===== src/lts_pkg.sv =====
package lts_pkg;

  localparam int ID_W     = 15;
  localparam int TIX_W    = 16;
  localparam int RND_W    = 32;
  localparam int STATUS_W = 3;
  localparam int TOTAL_W  = 20;
  localparam int COUNT_W  = 5;

  typedef logic [ID_W-1:0]     id_t;
  typedef logic [TIX_W-1:0]    tix_t;
  typedef logic [RND_W-1:0]    rnd_t;
  typedef logic [TOTAL_W-1:0]  total_out_t;
  typedef logic [COUNT_W-1:0]  count_out_t;

  typedef enum logic [1:0] {
    ACT_ENQ  = 2'd0,
    ACT_DEQ  = 2'd1,
    ACT_PICK = 2'd2,
    ACT_CHG  = 2'd3
  } action_t;

  typedef enum logic [STATUS_W-1:0] {
    ST_OK        = 3'd0,
    ST_FULL      = 3'd1,
    ST_ABSENT    = 3'd2,
    ST_DUPLICATE = 3'd3,
    ST_EMPTY     = 3'd4
  } status_t;

  typedef enum logic [2:0] {
    S_IDLE,
    S_FIND,
    S_SHIFT,
    S_DIV,
    S_WALK,
    S_FINISH
  } state_t;

  typedef struct packed {
    id_t  id;
    tix_t tickets;
  } entry_t;

endpackage


===== src/lts_req_if.sv =====
interface lts_req_if;
  logic                 valid;
  logic                 ready;
  logic [1:0]           action;
  lts_pkg::id_t         task_id;
  lts_pkg::tix_t        tickets;
  lts_pkg::rnd_t        random_value;

  modport source (output valid, action, task_id, tickets, random_value, input ready);
  modport sink   (input valid, action, task_id, tickets, random_value, output ready);
endinterface


===== src/lts_rsp_if.sv =====
interface lts_rsp_if;
  logic                       valid;
  logic                       ready;
  logic [2:0]                 status;
  logic                       winner_valid;
  lts_pkg::id_t               winner_id;
  lts_pkg::total_out_t        lucky_number;
  lts_pkg::total_out_t        ticket_total;
  lts_pkg::count_out_t        entry_count;

  modport source (output valid, status, winner_valid, winner_id, lucky_number,
                  ticket_total, entry_count, input ready);
  modport sink   (input valid, status, winner_valid, winner_id, lucky_number,
                  ticket_total, entry_count, output ready);
endinterface


===== src/lts_divmod.sv =====
// Restoring remainder unit: one dividend bit per cycle.
module lts_divmod #(
  parameter int DIV_W = 20
) (
  input  logic                 clk,
  input  logic                 rst,
  input  logic                 start,
  input  lts_pkg::rnd_t        dividend,
  input  logic [DIV_W-1:0]     divisor,
  output logic                 done,
  output logic [DIV_W-1:0]     remainder
);

  localparam int STEP_W = $clog2(lts_pkg::RND_W);

  logic              busy;
  logic [STEP_W-1:0] step;
  lts_pkg::rnd_t     dq;
  logic [DIV_W-1:0]  rem;
  logic [DIV_W-1:0]  dvs;
  logic [DIV_W:0]    shifted;

  assign shifted   = {rem, dq[lts_pkg::RND_W-1]};
  assign remainder = rem;

  always_ff @(posedge clk) begin
    if (rst) begin
      busy <= 1'b0;
      done <= 1'b0;
    end else begin
      done <= 1'b0;
      if (start) begin
        busy <= 1'b1;
        step <= STEP_W'(lts_pkg::RND_W - 1);
        dq   <= dividend;
        rem  <= '0;
        dvs  <= divisor;
      end else if (busy) begin
        // rem stays below the divisor, so DIV_W bits hold it
        if (shifted >= {1'b0, dvs}) begin
          rem <= DIV_W'(shifted - {1'b0, dvs});
        end else begin
          rem <= shifted[DIV_W-1:0];
        end
        dq   <= {dq[lts_pkg::RND_W-2:0], 1'b0};
        step <= step - STEP_W'(1);
        if (step == '0) begin
          busy <= 1'b0;
          done <= 1'b1;
        end
      end
    end
  end

endmodule


===== src/lottery_task_scheduler.sv =====
// Channel  Dir  Modport  Payload
// req      in   sink     action, task_id, tickets, random_value
// rsp      out  source   status, winner_valid, winner_id, lucky_number,
//                        ticket_total, entry_count
//
// One item at a time; the task table sits in a one-port-read, one-port-write
// RAM, scanned one entry per cycle. Enqueue/change: a search of the queued
// tasks. Dequeue: search plus compaction sweep. Pick: a pass through the
// remainder unit, then the walk.
// Reset (rst, synchronous) empties the table at once; no clearing pass.
// A held result waits in the output register while the next item is taken.
module lottery_task_scheduler #(
  parameter int MAX_TASKS = 16
) (
  input logic       clk,
  input logic       rst,
  lts_req_if.sink   req,
  lts_rsp_if.source rsp
);

  localparam int IDX_W = $clog2(MAX_TASKS);
  localparam int CNT_W = $clog2(MAX_TASKS + 1);
  localparam int TOT_W = $clog2(MAX_TASKS * 65535 + 1);

  lts_pkg::state_t  state, state_next;
  lts_pkg::action_t act, act_next;
  lts_pkg::id_t     id_q, id_q_next;
  lts_pkg::tix_t    tix_q, tix_q_next;
  logic [CNT_W-1:0] count, count_next;
  logic [TOT_W-1:0] total, total_next;
  logic [CNT_W-1:0] scan_idx, scan_idx_next;
  logic             pend, pend_next;
  logic [IDX_W-1:0] pend_idx, pend_idx_next;
  logic [TOT_W-1:0] run, run_next;
  logic [TOT_W-1:0] draw, draw_next;

  lts_pkg::status_t    res_status, res_status_next;
  logic                res_wvalid, res_wvalid_next;
  lts_pkg::id_t        res_wid, res_wid_next;
  lts_pkg::total_out_t res_lucky, res_lucky_next;

  logic                o_valid, o_valid_next;
  lts_pkg::status_t    o_status, o_status_next;
  logic                o_wvalid, o_wvalid_next;
  lts_pkg::id_t        o_wid, o_wid_next;
  lts_pkg::total_out_t o_lucky, o_lucky_next;
  lts_pkg::total_out_t o_total, o_total_next;
  lts_pkg::count_out_t o_count, o_count_next;

  // task table
  lts_pkg::entry_t  mem [MAX_TASKS];
  lts_pkg::entry_t  rdata;
  logic             mem_we, mem_re;
  logic [IDX_W-1:0] mem_waddr, mem_raddr;
  lts_pkg::entry_t  mem_wdata;

  logic             div_start, div_done;
  logic [TOT_W-1:0] div_rem;

  logic             hit, scan_end;
  logic [TOT_W-1:0] run_sum;

  lts_divmod #(.DIV_W(TOT_W)) u_divmod (
    .clk       (clk),
    .rst       (rst),
    .start     (div_start),
    .dividend  (req.random_value),
    .divisor   (total),
    .done      (div_done),
    .remainder (div_rem)
  );

  always_ff @(posedge clk) begin
    if (mem_we) begin
      mem[mem_waddr] <= mem_wdata;
    end
    if (mem_re) begin
      rdata <= mem[mem_raddr];
    end
  end

  assign req.ready        = (state == lts_pkg::S_IDLE);
  assign rsp.valid        = o_valid;
  assign rsp.status       = o_status;
  assign rsp.winner_valid = o_wvalid;
  assign rsp.winner_id    = o_wid;
  assign rsp.lucky_number = o_lucky;
  assign rsp.ticket_total = o_total;
  assign rsp.entry_count  = o_count;

  assign hit      = pend && (rdata.id == id_q);
  assign scan_end = !pend && (scan_idx == count);
  assign run_sum  = run + TOT_W'(rdata.tickets);

  always_ff @(posedge clk) begin
    if (rst) begin
      state   <= lts_pkg::S_IDLE;
      count   <= '0;
      total   <= '0;
      pend    <= 1'b0;
      o_valid <= 1'b0;
    end else begin
      state   <= state_next;
      count   <= count_next;
      total   <= total_next;
      pend    <= pend_next;
      o_valid <= o_valid_next;
    end
  end

  always_ff @(posedge clk) begin
    act        <= act_next;
    id_q       <= id_q_next;
    tix_q      <= tix_q_next;
    scan_idx   <= scan_idx_next;
    pend_idx   <= pend_idx_next;
    run        <= run_next;
    draw       <= draw_next;
    res_status <= res_status_next;
    res_wvalid <= res_wvalid_next;
    res_wid    <= res_wid_next;
    res_lucky  <= res_lucky_next;
    o_status   <= o_status_next;
    o_wvalid   <= o_wvalid_next;
    o_wid      <= o_wid_next;
    o_lucky    <= o_lucky_next;
    o_total    <= o_total_next;
    o_count    <= o_count_next;
  end

  always_comb begin
    state_next      = state;
    act_next        = act;
    id_q_next       = id_q;
    tix_q_next      = tix_q;
    count_next      = count;
    total_next      = total;
    scan_idx_next   = scan_idx;
    pend_next       = 1'b0;
    pend_idx_next   = pend_idx;
    run_next        = run;
    draw_next       = draw;
    res_status_next = res_status;
    res_wvalid_next = res_wvalid;
    res_wid_next    = res_wid;
    res_lucky_next  = res_lucky;
    o_valid_next    = o_valid;
    o_status_next   = o_status;
    o_wvalid_next   = o_wvalid;
    o_wid_next      = o_wid;
    o_lucky_next    = o_lucky;
    o_total_next    = o_total;
    o_count_next    = o_count;
    mem_we          = 1'b0;
    mem_waddr       = pend_idx;
    mem_wdata       = rdata;
    mem_re          = 1'b0;
    mem_raddr       = scan_idx[IDX_W-1:0];
    div_start       = 1'b0;

    if (o_valid && rsp.ready) begin
      o_valid_next = 1'b0;
    end

    case (state)
      lts_pkg::S_IDLE: begin
        if (req.valid) begin
          act_next        = lts_pkg::action_t'(req.action);
          id_q_next       = req.task_id;
          tix_q_next      = req.tickets;
          res_status_next = lts_pkg::ST_OK;
          res_wvalid_next = 1'b0;
          res_wid_next    = '0;
          res_lucky_next  = '0;
          scan_idx_next   = '0;
          run_next        = '0;
          if (lts_pkg::action_t'(req.action) == lts_pkg::ACT_PICK) begin
            if (total == '0) begin
              res_status_next = lts_pkg::ST_EMPTY;
              state_next      = lts_pkg::S_FINISH;
            end else begin
              div_start  = 1'b1;
              state_next = lts_pkg::S_DIV;
            end
          end else begin
            state_next = lts_pkg::S_FIND;
          end
        end
      end

      lts_pkg::S_FIND: begin
        // one read issued per cycle, its data compared the cycle after
        if (scan_idx < count) begin
          mem_re        = 1'b1;
          scan_idx_next = scan_idx + CNT_W'(1);
          pend_next     = 1'b1;
          pend_idx_next = scan_idx[IDX_W-1:0];
        end
        if (hit) begin
          pend_next = 1'b0;
          case (act)
            lts_pkg::ACT_ENQ: begin
              res_status_next = lts_pkg::ST_DUPLICATE;
              state_next      = lts_pkg::S_FINISH;
            end
            lts_pkg::ACT_DEQ: begin
              total_next    = total - TOT_W'(rdata.tickets);
              scan_idx_next = CNT_W'(pend_idx) + CNT_W'(1);
              state_next    = lts_pkg::S_SHIFT;
            end
            lts_pkg::ACT_CHG: begin
              mem_we     = 1'b1;
              mem_waddr  = pend_idx;
              mem_wdata  = '{id: id_q, tickets: tix_q};
              total_next = total - TOT_W'(rdata.tickets) + TOT_W'(tix_q);
              state_next = lts_pkg::S_FINISH;
            end
            default: begin
              state_next = lts_pkg::S_FINISH;
            end
          endcase
        end else if (scan_end) begin
          if (act == lts_pkg::ACT_ENQ) begin
            if (count == CNT_W'(MAX_TASKS)) begin
              res_status_next = lts_pkg::ST_FULL;
            end else begin
              mem_we     = 1'b1;
              mem_waddr  = count[IDX_W-1:0];
              mem_wdata  = '{id: id_q, tickets: tix_q};
              count_next = count + CNT_W'(1);
              total_next = total + TOT_W'(tix_q);
            end
          end else begin
            res_status_next = lts_pkg::ST_ABSENT;
          end
          state_next = lts_pkg::S_FINISH;
        end
      end

      lts_pkg::S_SHIFT: begin
        // read entry j, write it back at j-1; the addresses never collide
        if (scan_idx < count) begin
          mem_re        = 1'b1;
          scan_idx_next = scan_idx + CNT_W'(1);
          pend_next     = 1'b1;
          pend_idx_next = scan_idx[IDX_W-1:0];
        end
        if (pend) begin
          mem_we    = 1'b1;
          mem_waddr = pend_idx - IDX_W'(1);
          mem_wdata = rdata;
        end
        if (scan_end) begin
          count_next = count - CNT_W'(1);
          state_next = lts_pkg::S_FINISH;
        end
      end

      lts_pkg::S_DIV: begin
        if (div_done) begin
          draw_next     = div_rem + TOT_W'(1);
          scan_idx_next = '0;
          run_next      = '0;
          state_next    = lts_pkg::S_WALK;
        end
      end

      lts_pkg::S_WALK: begin
        if (scan_idx < count) begin
          mem_re        = 1'b1;
          scan_idx_next = scan_idx + CNT_W'(1);
          pend_next     = 1'b1;
          pend_idx_next = scan_idx[IDX_W-1:0];
        end
        if (pend && (run_sum >= draw)) begin
          pend_next       = 1'b0;
          res_wvalid_next = 1'b1;
          res_wid_next    = rdata.id;
          res_lucky_next  = lts_pkg::total_out_t'(draw);
          state_next      = lts_pkg::S_FINISH;
        end else if (pend) begin
          run_next = run_sum;
        end else if (scan_end) begin
          res_status_next = lts_pkg::ST_EMPTY;
          state_next      = lts_pkg::S_FINISH;
        end
      end

      lts_pkg::S_FINISH: begin
        if (!o_valid || rsp.ready) begin
          o_valid_next  = 1'b1;
          o_status_next = res_status;
          o_wvalid_next = res_wvalid;
          o_wid_next    = res_wid;
          o_lucky_next  = res_lucky;
          o_total_next  = lts_pkg::total_out_t'(total);
          o_count_next  = lts_pkg::count_out_t'(count);
          state_next    = lts_pkg::S_IDLE;
        end
      end

      default: begin
        state_next = lts_pkg::S_IDLE;
      end
    endcase
  end

endmodule


===== src/flat_wrapper.sv =====
// flat-port wrapper written by rule: the top's interface ports become plain ports
module lottery_task_scheduler_flat 
#(
  parameter int MAX_TASKS = 16
)
  (clk, rst, req_valid, req_action, req_task_id, req_tickets, req_random_value, req_ready, rsp_valid, rsp_status, rsp_winner_valid, rsp_winner_id, rsp_lucky_number, rsp_ticket_total, rsp_entry_count, rsp_ready);
  lts_req_if req_i ();
  lts_rsp_if rsp_i ();
  input logic clk;
  input logic rst;
  input wire logic [$bits(req_i.valid)-1:0] req_valid;
  input wire logic [$bits(req_i.action)-1:0] req_action;
  input wire logic [$bits(req_i.task_id)-1:0] req_task_id;
  input wire logic [$bits(req_i.tickets)-1:0] req_tickets;
  input wire logic [$bits(req_i.random_value)-1:0] req_random_value;
  output wire logic [$bits(req_i.ready)-1:0] req_ready;
  output wire logic [$bits(rsp_i.valid)-1:0] rsp_valid;
  output wire logic [$bits(rsp_i.status)-1:0] rsp_status;
  output wire logic [$bits(rsp_i.winner_valid)-1:0] rsp_winner_valid;
  output wire logic [$bits(rsp_i.winner_id)-1:0] rsp_winner_id;
  output wire logic [$bits(rsp_i.lucky_number)-1:0] rsp_lucky_number;
  output wire logic [$bits(rsp_i.ticket_total)-1:0] rsp_ticket_total;
  output wire logic [$bits(rsp_i.entry_count)-1:0] rsp_entry_count;
  input wire logic [$bits(rsp_i.ready)-1:0] rsp_ready;
  assign req_i.valid = req_valid;
  assign req_i.action = req_action;
  assign req_i.task_id = req_task_id;
  assign req_i.tickets = req_tickets;
  assign req_i.random_value = req_random_value;
  assign req_ready = req_i.ready;
  assign rsp_valid = rsp_i.valid;
  assign rsp_status = rsp_i.status;
  assign rsp_winner_valid = rsp_i.winner_valid;
  assign rsp_winner_id = rsp_i.winner_id;
  assign rsp_lucky_number = rsp_i.lucky_number;
  assign rsp_ticket_total = rsp_i.ticket_total;
  assign rsp_entry_count = rsp_i.entry_count;
  assign rsp_i.ready = rsp_ready;
  lottery_task_scheduler #(.MAX_TASKS(MAX_TASKS)) u_core (.clk(clk), .rst(rst), .req(req_i), .rsp(rsp_i));
endmodule

===== config.mk =====
export PLATFORM = sky130hd
export DESIGN_NAME = lottery_task_scheduler_flat
export DESIGN_NICKNAME = d
export VERILOG_FILES = /design/src/lts_pkg.sv /design/src/lts_req_if.sv /design/src/lts_rsp_if.sv /design/src/lts_divmod.sv /design/src/lottery_task_scheduler.sv /design/src/flat_wrapper.sv
export SDC_FILE = /design/constraint.sdc
export NUM_CORES = 1
export LEC_CHECK = 0
export BUFFER_PORTS_ARGS = -buffer_cell sky130_fd_sc_hd__buf_2
export CAP_MARGIN = 10
export CORE_ASPECT_RATIO = 1.25
export CORE_MARGIN = 2
export CORE_UTILIZATION = 51
export CTS_CLUSTER_SIZE = 14
export DETAILED_ROUTE_END_ITERATION = 6
export PLACE_DENSITY_LB_ADDON = 0.08
export SYNTH_ARGS = -nofsm -noshare
export SYNTH_HDL_FRONTEND = slang
export SYNTH_HIERARCHICAL = 1
export SYNTH_SLANG_ARGS = --single-unit

===== constraint.sdc =====
create_clock -name clk -period 21.2 [get_ports clk]
set_clock_uncertainty 0.2 [all_clocks]
set_input_delay 1.06 -clock clk [delete_from_list [all_inputs] [get_ports clk]]
set_output_delay 1.06 -clock clk [all_outputs]
set_load 0.01 [all_outputs]

==> results.json, run 1 <==
{
  "gr-total-overflow": 0,
  "die_x_um": 244,
  "synthTopCellsByArea": "edfxtp_1 65%, mux4_2 9.5%, ha_1 4.0%",
  "final_max_slew_viol_count": 0,
  "grt_pass1_vias": 21200,
  "nFillCells": 5465,
  "hold_path.class": "flip-flop to flip-flop",
  "timing.final.crit_period_ps": 5570,
  "antenna_found_initial": 1,
  "min_path_cells": 0,
  "period_share_pct": 26.3,
  "grt_pass1_wl_um": 134000,
  "drc": 0,
  "crit_buf_inv": 1,
  "synth_top_area_share_pct": 64.6,
  "regToRegStartpoint": "u_core/rdata[0]",
  "drive_gt1_share_pct": 21.8,
  "cts_tree": "yes",
  "yosysMostFrequentCell": "edfxtp_1",
  "worstMarginPinSlew_ps": 1160,
  "slowest_stage": "a21boi_0",
  "vdd_drop_max_mv": 0.0882,
  "cp_slowest_stage_delay_ps": 750,
  "final_area_um2": 41300,
  "dr_total_vias": 20800,
  "rsz0062_at_grt": "false",
  "regArea_um2": 24300,
  "clkLatencyLatePin_ps": 630,
  "leakagePower_uw": 0.0142,
  "cts_resized": 0,
  "ys_warn_count": 6,
  "hold_end": "u_core/rsp.status[1]",
  "finalSetupViolations": 0,
  "crit_type": "flip-flop to flip-flop",
  "crit_arrival_ps": 5700,
  "core_area_um2": 70900,
  "hold_viol": 0,
  "fp.dieH_um": 304,
  "synth-seq-cells": 821,
  "cp.required_ps": 21340,
  "layout_setup_ws_ps": 15630,
  "start_util_pct": 51.7,
  "startpoint_type": "flip-flop",
  "r2r_end": "u_core/res_wid[5]",
  "io_pins": 135,
  "synth_area_um2": 36700,
  "wl_um": 90300,
  "synth_area_leader_cell": "edfxtp_1",
  "synthToLayoutAreaGrowth_pct": 12.7,
  "reg2reg_slack_ps": 15630,
  "multi_input_area_um2": 11800,
  "cts_max_level": 3,
  "clk_pin_slew_ps": 60,
  "place_hpwl_um": 57600,
  "place_inst": 3324,
  "ys.flop_type": "edfxtp_1",
  "ff2ff_path_depth": 16,
  "routedWlPerCell_um": 26.0,
  "path_cells": "ha_1 -> fa_1 -> a21o_1 -> a21oi_1 -> o21a_1 -> o21ai_0 -> xor2_1 -> ha_1 -> a21o_1 -> a211o_1 -> a211oi_1 -> o21ai_0 -> a21boi_0 -> or3_1 -> nand2b_2 -> buf_4",
  "max_freq_ghz": 0.180,
  "die_area_um2": 74100,
  "synth-edff-count": 789,
  "synthesis.instances": 2287,
  "yosys-top-cells-count": "789 x edfxtp_1, 155 x mux4_2, 134 x nor2_1",
  "cap_violations": 0,
  "first_pass_iters": 7,
  "preCtsSetupSlack_ps": 15680,
  "cts_buffers": 83,
  "power.density_nw_per_um2": 119,
  "synthArstFlopShare_pct": 0,
  "critPathTopFamily": "compound AO/OA/AOI/OAI gates",
  "synth_nets": 2480,
  "cts.sinks": 821,
  "slew_headroom_pct": 22.1,
  "min-delay-start": "u_core/res_status[1]",
  "grt_max_degree": 89,
  "status": "complete, no violations",
  "p_total_uw": 4920,
  "detail-route-antenna-nets": 0,
  "avgSynthCellArea_um2": 16.0,
  "postCtsHoldBufs": 0,
  "vias_per_cell": 5.99,
  "crit_path_end_kind": "flip-flop",
  "synth.distinct_cells": 85,
  "post_cts_buffers": 0,
  "fin_cells": 3477,
  "cts.path.max_buffers": 3,
  "drt_iter0_drc": 1735,
  "ys_seq_area_share_pct": 66.3,
  "tns_ps": 0,
  "place_congestion": 0.934,
  "num_rows": 109,
  "placed_area_um2": 38700,
  "cp_num_cells": 16,
  "crit_fanout": 22,
  "grt_use_total_pct": 24.4,
  "cts-root-buf": "clkbuf_16",
  "nets": 2659,
  "io_buffers": 134
}
metrics by stage:
| step | util, % | hold WS, ps |
|---|---|---|
| 6_report | 58.3 | 216 |
| 5_1_grt | 58.3 | 216 |
| 4_1_cts | 58.3 | 216 |
| 3_5_place_dp | 54.5 | 205 |
| 3_3_place_gp | 54.5 | 205 |
| 2_1_floorplan | - | 200 |
where the power goes:
group	internal (uW)	switching (uW)	total [uW]	leakage [uW]
logic	573	791	1360	0.00550
clock network	844	610	1450	0.00128
registers	2030	79.1	2110	0.00745
total	3440	1480	4920	0.0142
worst register-to-register path: stages, from the launching register on:
cell,delay [ps]
edfxtp_1,420
ha_1,250
fa_1,420
a21o_1,180
a21oi_1,290
o21a_1,240
o21ai_0,150
xor2_1,180
ha_1,310
a21o_1,160
a211o_1,290
a211oi_1,240
o21ai_0,160
a21boi_0,750
or3_1,250
nand2b_2,360
buf_4,390
sequential cells by signal (all words and copies together) (netlist names), 16 cells and up:
register / cells
u_core/tix_q: 16
u_core/u_divmod/dq: 32
u_core/rsp.lucky_number: 20
u_core/res_lucky: 20
u_core/u_divmod/remainder: 20
u_core/total: 20
u_core/draw: 20
u_core/u_divmod/dvs: 20
u_core/mem: 496
u_core/run: 20
u_core/rdata: 31
u_core/rsp.ticket_total: 20
how the worst max path moves through the flow:
stage / start / endpoint / slack [ps]
2_1_floorplan: rsp_ready / u_core/rsp.entry_count[0] / 13170
3_3_place_gp: u_core/rdata[0] / u_core/res_wid[0] / 15650
3_5_place_dp: u_core/rdata[0] / u_core/res_wid[0] / 15680
4_1_cts: u_core/rdata[0] / u_core/res_wid[5] / 15640
5_1_grt: u_core/rdata[0] / u_core/res_wid[5] / 15450
6_report: u_core/rdata[0] / u_core/res_wid[5] / 15630
cells by family after synthesis:
logic type,after synthesis,synth area share [%]
DFF,821,66.3
and+or+nand+nor,448,6.11
AOI/OAI and AO/OA,360,6.52
muxes,233,11.9
buffers and inverters,181,1.96
adders and majority gates,125,4.38
xor gates and xnor gates,119,2.84
final cells by class:
class | count | share of cell area, %
Clock buffer | 107 | 5.32
Antenna cell | 2 | 0.0121
Multi-Input combinational cell | 1285 | 28.5
Sequential cell | 821 | 58.9
Inverter | 102 | 0.926
Tap cell | 943 | 2.85
Clock inverter | 44 | 1.17
Timing Repair Buffer | 173 | 2.36
placed cells by master, fill, tap and decap left out, drive strengths merged, types with 7 or more instances in the layout:
master,instances
xor2,42
edfxtp,789
and3,9
dfxtp,32
nor3,23
ha,118
nand3b,7
clkbuf,107
o21a,22
or3,10
nand3,35
nand4,28
o31ai,11
nand2,93
nor4,11
xnor2,77
and2,44
a31oi,18
or2,7
inv,104
o211ai,14
nor2,134
nor2b,15
mux2i,15
o21bai,9
mux4,155
a21oi,94
o21ai,73
mux2,63
clkinv,28
a21o,35
a211oi,24
buf,173
nand2b,16
a211o,7
bufinv,9
routing by layer:
| metal | global-route usage (%) | wire (um) |
|---|---|---|
| met2 | 43.8 | 47800 |
| met5 | 0 | 0 |
| met3 | 2.80 | 3770 |
| met1 | 30.2 | 35400 |
| met4 | 9.22 | 3340 |
Note: power is estimated with default switching activity, not from simulation.
==> inputs of run 2 (changes only) <==
- clock period: 21.2 -> 5.06 ns (I/O delays scaled with it)
==> results.json, run 2 (same netlist as run 1, synthesis figures left out) <==
{
  "final_cell_mix": "789 x edfxtp_1, 155 x mux4_2, 134 x buf_2, 118 x ha_1, 116 x nor2_1",
  "cts_max_level": 3,
  "status": "complete, no violations",
  "finalSetupViolations": 0,
  "io_buffers": 134,
  "cts_tree": "yes",
  "regMostFlops": "u_core/mem",
  "detail-route-antenna-nets": 0,
  "drive_gt1_share_pct": 22.2,
  "cts_buffers": 81,
  "crit_arrival_ps": 5200,
  "n_antenna_cell": 0,
  "final_common_cell": "edfxtp_1",
  "multi_input_area_um2": 11800,
  "hold_viol": 0,
  "min-delay-start": "req_valid",
  "drt_iter0_drc": 1599,
  "routedWlPerCell_um": 26.0,
  "io_pins": 135,
  "fin_cells": 3549,
  "clkLatencyLatePin_ps": 640,
  "num_rows": 109,
  "cp_slowest_stage_delay_ps": 560,
  "path_cells": "ha_1 -> fa_1 -> a21o_1 -> a21oi_2 -> o21a_1 -> o21ai_0 -> xor2_1 -> ha_1 -> a21o_1 -> a211o_1 -> a211oi_1 -> o21ai_0 -> a21boi_2 -> buf_4 -> nand4_1 -> a31oi_1 -> dlygate4sd3_1",
  "clk_pin_slew_ps": 60,
  "place_congestion": 0.934,
  "hold_path.class": "input port to flip-flop",
  "startpoint_type": "flip-flop",
  "crit_type": "flip-flop to flip-flop",
  "reg_top3": "u_core/mem: 496 flops, u_core/u_divmod/dq: 32 flops, u_core/rdata: 31 flops",
  "core_area_um2": 70900,
  "die_x_um": 244,
  "cts.path.max_buffers": 3,
  "r2r_end": "u_core/state[2]",
  "rsz0062_at_grt": "false",
  "crit_fanout": 3,
  "gr-total-overflow": 0,
  "wl_um": 92400,
  "fp.dieH_um": 304,
  "min_path_cells": 5,
  "post_cts_buffers": 0,
  "max_freq_ghz": 0.208,
  "period_share_pct": 95.2,
  "timing.final.crit_period_ps": 4820,
  "place_hpwl_um": 57700,
  "place_inst": 3333,
  "hold_end": "u_core/res_status[2]",
  "cts.sinks": 821,
  "reg2reg_slack_ps": 240,
  "grt_use_total_pct": 25.0,
  "slew_headroom_pct": 28.0,
  "p_total_uw": 20900,
  "die_area_um2": 74100,
  "dr_total_vias": 21300,
  "drc": 0,
  "cap_violations": 0,
  "nFillCells": 5417,
  "regToRegStartpoint": "u_core/rdata[0]",
  "nets": 2734,
  "antenna_found_initial": 1,
  "final_max_slew_viol_count": 0,
  "grt_pass1_wl_um": 137000,
  "regArea_um2": 24300,
  "synthToLayoutAreaGrowth_pct": 15.6,
  "crit_path_end_kind": "flip-flop",
  "vdd_drop_max_mv": 0.352,
  "power.density_nw_per_um2": 492,
  "worstMarginPinSlew_ps": 1080,
  "cp.required_ps": 5440,
  "leakagePower_uw": 0.0147,
  "start_util_pct": 51.7,
  "tns_ps": 0,
  "grt_pass1_vias": 21900,
  "vias_per_cell": 5.99,
  "largest_register_ffs": 496,
  "ff2ff_path_depth": 17,
  "grt_max_degree": 129,
  "cts-root-buf": "clkbuf_16",
  "slowest_stage": "dlygate4sd3_1",
  "first_pass_iters": 5
}
[run 2: cell types whose count changed in the layout (fill, tap and decap cells not counted), sizes merged]
cell / before / now
dlygate4sd3: 0 / 68
buf: 173 / 182
clkbuf: 107 / 104
clkinvlp: 5 / 2
diode: 2 / 0
bufinv: 9 / 10
clkinv: 28 / 29
inv: 104 / 105
[run 2: layout make-up]
| type | count | share of cell area [%] |
|---|---|---|
| Clock buffer | 104 | 5.23 |
| Tap cell | 943 | 2.78 |
| Clock inverter | 44 | 1.25 |
| Sequential cell | 821 | 57.4 |
| Timing Repair Buffer | 250 | 4.65 |
| Multi-Input combinational cell | 1285 | 27.8 |
| Inverter | 102 | 0.902 |
[run 2: how the worst max path moves through the flow]
| stage | startpoint | endpoint | slack [ps] |
|---|---|---|---|
| detailed placement | u_core/rdata[0] | u_core/res_wid[14] | 320 |
| global route | u_core/rdata[0] | u_core/state[2] | 20 |
| finish | u_core/rdata[0] | u_core/state[2] | 240 |
| floorplan | u_core/scan_idx[0] | u_core/mem[10][0] | 70 |
| global placement | u_core/rdata[0] | u_core/res_wid[14] | 360 |
| CTS | u_core/rdata[0] | u_core/state[2] | 60 |
[run 2: per-stage QoR]
| step | setup WS, ps | instance area [um2] | utilization (%) | hold WS (ps) |
|---|---|---|---|---|
| floorplan | 68.4 | 36700 | - | 132 |
| global placement | 365 | 39000 | 55.0 | 206 |
| detailed placement | 317 | 39000 | 55.0 | 205 |
| CTS | 58.6 | 42400 | 59.8 | 57.7 |
| global route | 18.5 | 42400 | 59.8 | 112 |
| finish | 243 | 42400 | 59.8 | 96.1 |
[run 2: layer usage]
metal | GRT usage, % | vias up | wire (um) | share of wire [%]
met5 | 0 | - | 0 | 0
met4 | 10.8 | 0 | 4020 | 4.4
met3 | 2.88 | 187 | 3960 | 4.3
met2 | 44.4 | 631 | 48300 | 52
met1 | 31.0 | 10900 | 36100 | 39
li1 | - | 9505 | - | -
[run 2: power breakdown]
group | total (uW) | leakage (uW) | switching [uW] | internal (uW)
clock network | 6220 | 0.00135 | 2580 | 3630
logic | 5850 | 0.00590 | 3360 | 2490
registers | 8820 | 0.00745 | 342 | 8480
total | 20900 | 0.0147 | 6280 | 14600
[run 2: timing repair]
| action | 4_1_cts | 5_1_grt |
|---|---|---|
| resized for setup | 0 | 5 |
| hold buffers | 68 | 0 |
| setup endpoints to repair | 0 | 1 |
| hold endpoints to repair | 76 | 0 |
[run 2: worst max-delay path, delay by kind of cell, from the launching register on]
family	cells	cell delay, ps
AOI/OAI and AO/OA	10	2060
DFF	1	420
and+or+nand+nor	1	150
xor gates and xnor gates	1	250
adders and majority gates	3	950
buffers and inverters	2	740
==> inputs of run 3 (changes only) <==
- RECOVER_POWER: default -> 25
==> results.json, run 3 (same netlist as run 1, synthesis figures left out) <==
{
  "timing.final.crit_period_ps": 4810,
  "period_share_pct": 95.0,
  "die_area_um2": 74100,
  "failed_checks": "capacitance limit, slew limit",
  "clkLatencyLatePin_ps": 630,
  "status": "finished with violations",
  "largest_register_ffs": 496,
  "io_buffers": 134,
  "cts_buffers": 81,
  "crit_fanout": 3,
  "p_int_uw": 14600,
  "tns_ps": 0,
  "detail-route-antenna-nets": 0,
  "cap_violations": 4,
  "synthToLayoutAreaGrowth_pct": 15.2,
  "gr-total-overflow": 0,
  "swShare_pct": 30.0,
  "vdd_drop_max_mv": 0.352,
  "slew_headroom_pct": -105,
  "regMostFlops": "u_core/mem",
  "final_common_cell": "edfxtp_1",
  "hold_viol": 0,
  "p_clk_share_pct": 29.7,
  "regArea_um2": 24300,
  "routedWlPerCell_um": 26.0,
  "grt_pass1_wl_um": 137000,
  "cts.sinks": 821,
  "final_max_slew_viol_count": 145,
  "start_util_pct": 51.7,
  "startpoint_type": "flip-flop",
  "rsz0062_at_grt": "false",
  "place_hpwl_um": 57700,
  "place_congestion": 0.934,
  "cts.path.max_buffers": 3,
  "n_antenna_cell": 0,
  "cts_max_level": 3,
  "drive_gt1_share_pct": 18.7,
  "nFillCells": 5467,
  "fp.dieH_um": 304,
  "antenna_found_initial": 1,
  "grt_max_degree": 129,
  "power.density_nw_per_um2": 494,
  "crit_path_end_kind": "flip-flop",
  "core_area_um2": 70900,
  "p_total_uw": 20900,
  "crit_arrival_ps": 5190,
  "leakagePower_uw": 0.0144,
  "final_cell_mix": "789 x edfxtp_1, 155 x mux4_2, 118 x ha_1, 117 x nor2_1, 104 x clkbuf_1",
  "grt_pass1_vias": 21900,
  "vias_per_cell": 5.99,
  "p_seq_share_pct": 42.3,
  "hold_path.class": "input port to flip-flop",
  "die_x_um": 244,
  "finalSetupViolations": 0,
  "nets": 2734,
  "reg_top3": "u_core/mem: 496 flops, u_core/u_divmod/dq: 32 flops, u_core/rdata: 31 flops",
  "clk_pin_slew_ps": 60,
  "io_pins": 135,
  "first_pass_iters": 5,
  "drt_iter0_drc": 1548,
  "cp.required_ps": 5440,
  "grt_use_total_pct": 25.0,
  "crit_type": "flip-flop to flip-flop",
  "multi_input_area_um2": 11800,
  "drc": 0,
  "wl_um": 92400,
  "worstMarginPinSlew_ps": 3080,
  "num_rows": 109,
  "cts-root-buf": "clkbuf_16",
  "cts_tree": "yes",
  "dr_total_vias": 21200,
  "switching_power_uw": 6280,
  "max_freq_ghz": 0.208,
  "pwr-share-comb_pct": 28.0
}
[run 3: worst paths after layout]
path	from	end	slack, ps	depth (start not counted)
worst max-delay path	u_core/rdata[0]	u_core/state[2]	250	17
worst min register to register	u_core/res_lucky[12]	u_core/rsp.lucky_number[12]	220	0
worst min-delay path	req_valid	u_core/res_status[2]	100	5
worst max register to register	u_core/rdata[0]	u_core/state[2]	250	17
[run 3: per-layer routing]
| layer | track usage, % | vias to the layer above | part of all wire (%) | routed length (um) |
|---|---|---|---|---|
| li1 | - | 9502 | - | - |
| met1 | 31.0 | 11000 | 39 | 36200 |
| met2 | 44.4 | 598 | 52 | 48100 |
| met3 | 2.88 | 196 | 4.3 | 3940 |
| met4 | 10.8 | 0 | 4.5 | 4140 |
| met5 | 0 | - | 0 | 0 |
[run 3: power groups by stage]
stage | clock network [uW] | registers (uW) | logic, uW
after floorplan | 0 | 8800 | 4190
after global placement | 0 | 8960 | 5710
after detailed placement | 0 | 8970 | 5820
after CTS | 6350 | 8830 | 5890
after global routing | 6600 | 8870 | 6380
final | 6210 | 8830 | 5860
[run 3: per-stage QoR]
step	instances	hold slack (ps)	cell area, um2	setup slack [ps]	util (%)
3_3_place_gp	3333	206	39000	365	55.0
4_1_cts	3549	57.7	42400	58.6	59.8
2_1_floorplan	2287	132	36700	68.4	-
3_5_place_dp	3333	205	39000	317	55.0
6_report	3549	102	42300	253	59.6
5_1_grt	3549	112	42300	18.6	59.6
[run 3: worst max-delay path, cell delays in order, from the launching register on]
cell,delay [ps]
edfxtp_1,420
ha_1,250
fa_1,410
a21o_1,180
a21oi_2,220
o21a_1,220
o21ai_0,160
xor2_1,250
ha_1,290
a21o_1,170
a211o_1,300
a211oi_1,220
o21ai_0,160
a21boi_2,200
buf_4,180
nand4_1,140
a31oi_1,220
dlygate4sd3_1,560
[run 3: what timing repair did]
item	4_1_cts	5_1_grt
endpoints found under the setup margin	0	1
hold buffers	68	0
endpoints found under the hold margin	76	0
resized for setup	0	5
setup buffers	0	0
[run 3: layout make-up]
| cell class | instances | share of cell area (%) |
|---|---|---|
| Clock inverter | 44 | 1.25 |
| Inverter | 102 | 0.906 |
| Clock buffer | 104 | 5.24 |
| Sequential cell | 821 | 57.6 |
| Multi-Input combinational cell | 1285 | 27.9 |
| Timing Repair Buffer | 250 | 4.34 |
| Tap cell | 943 | 2.79 |
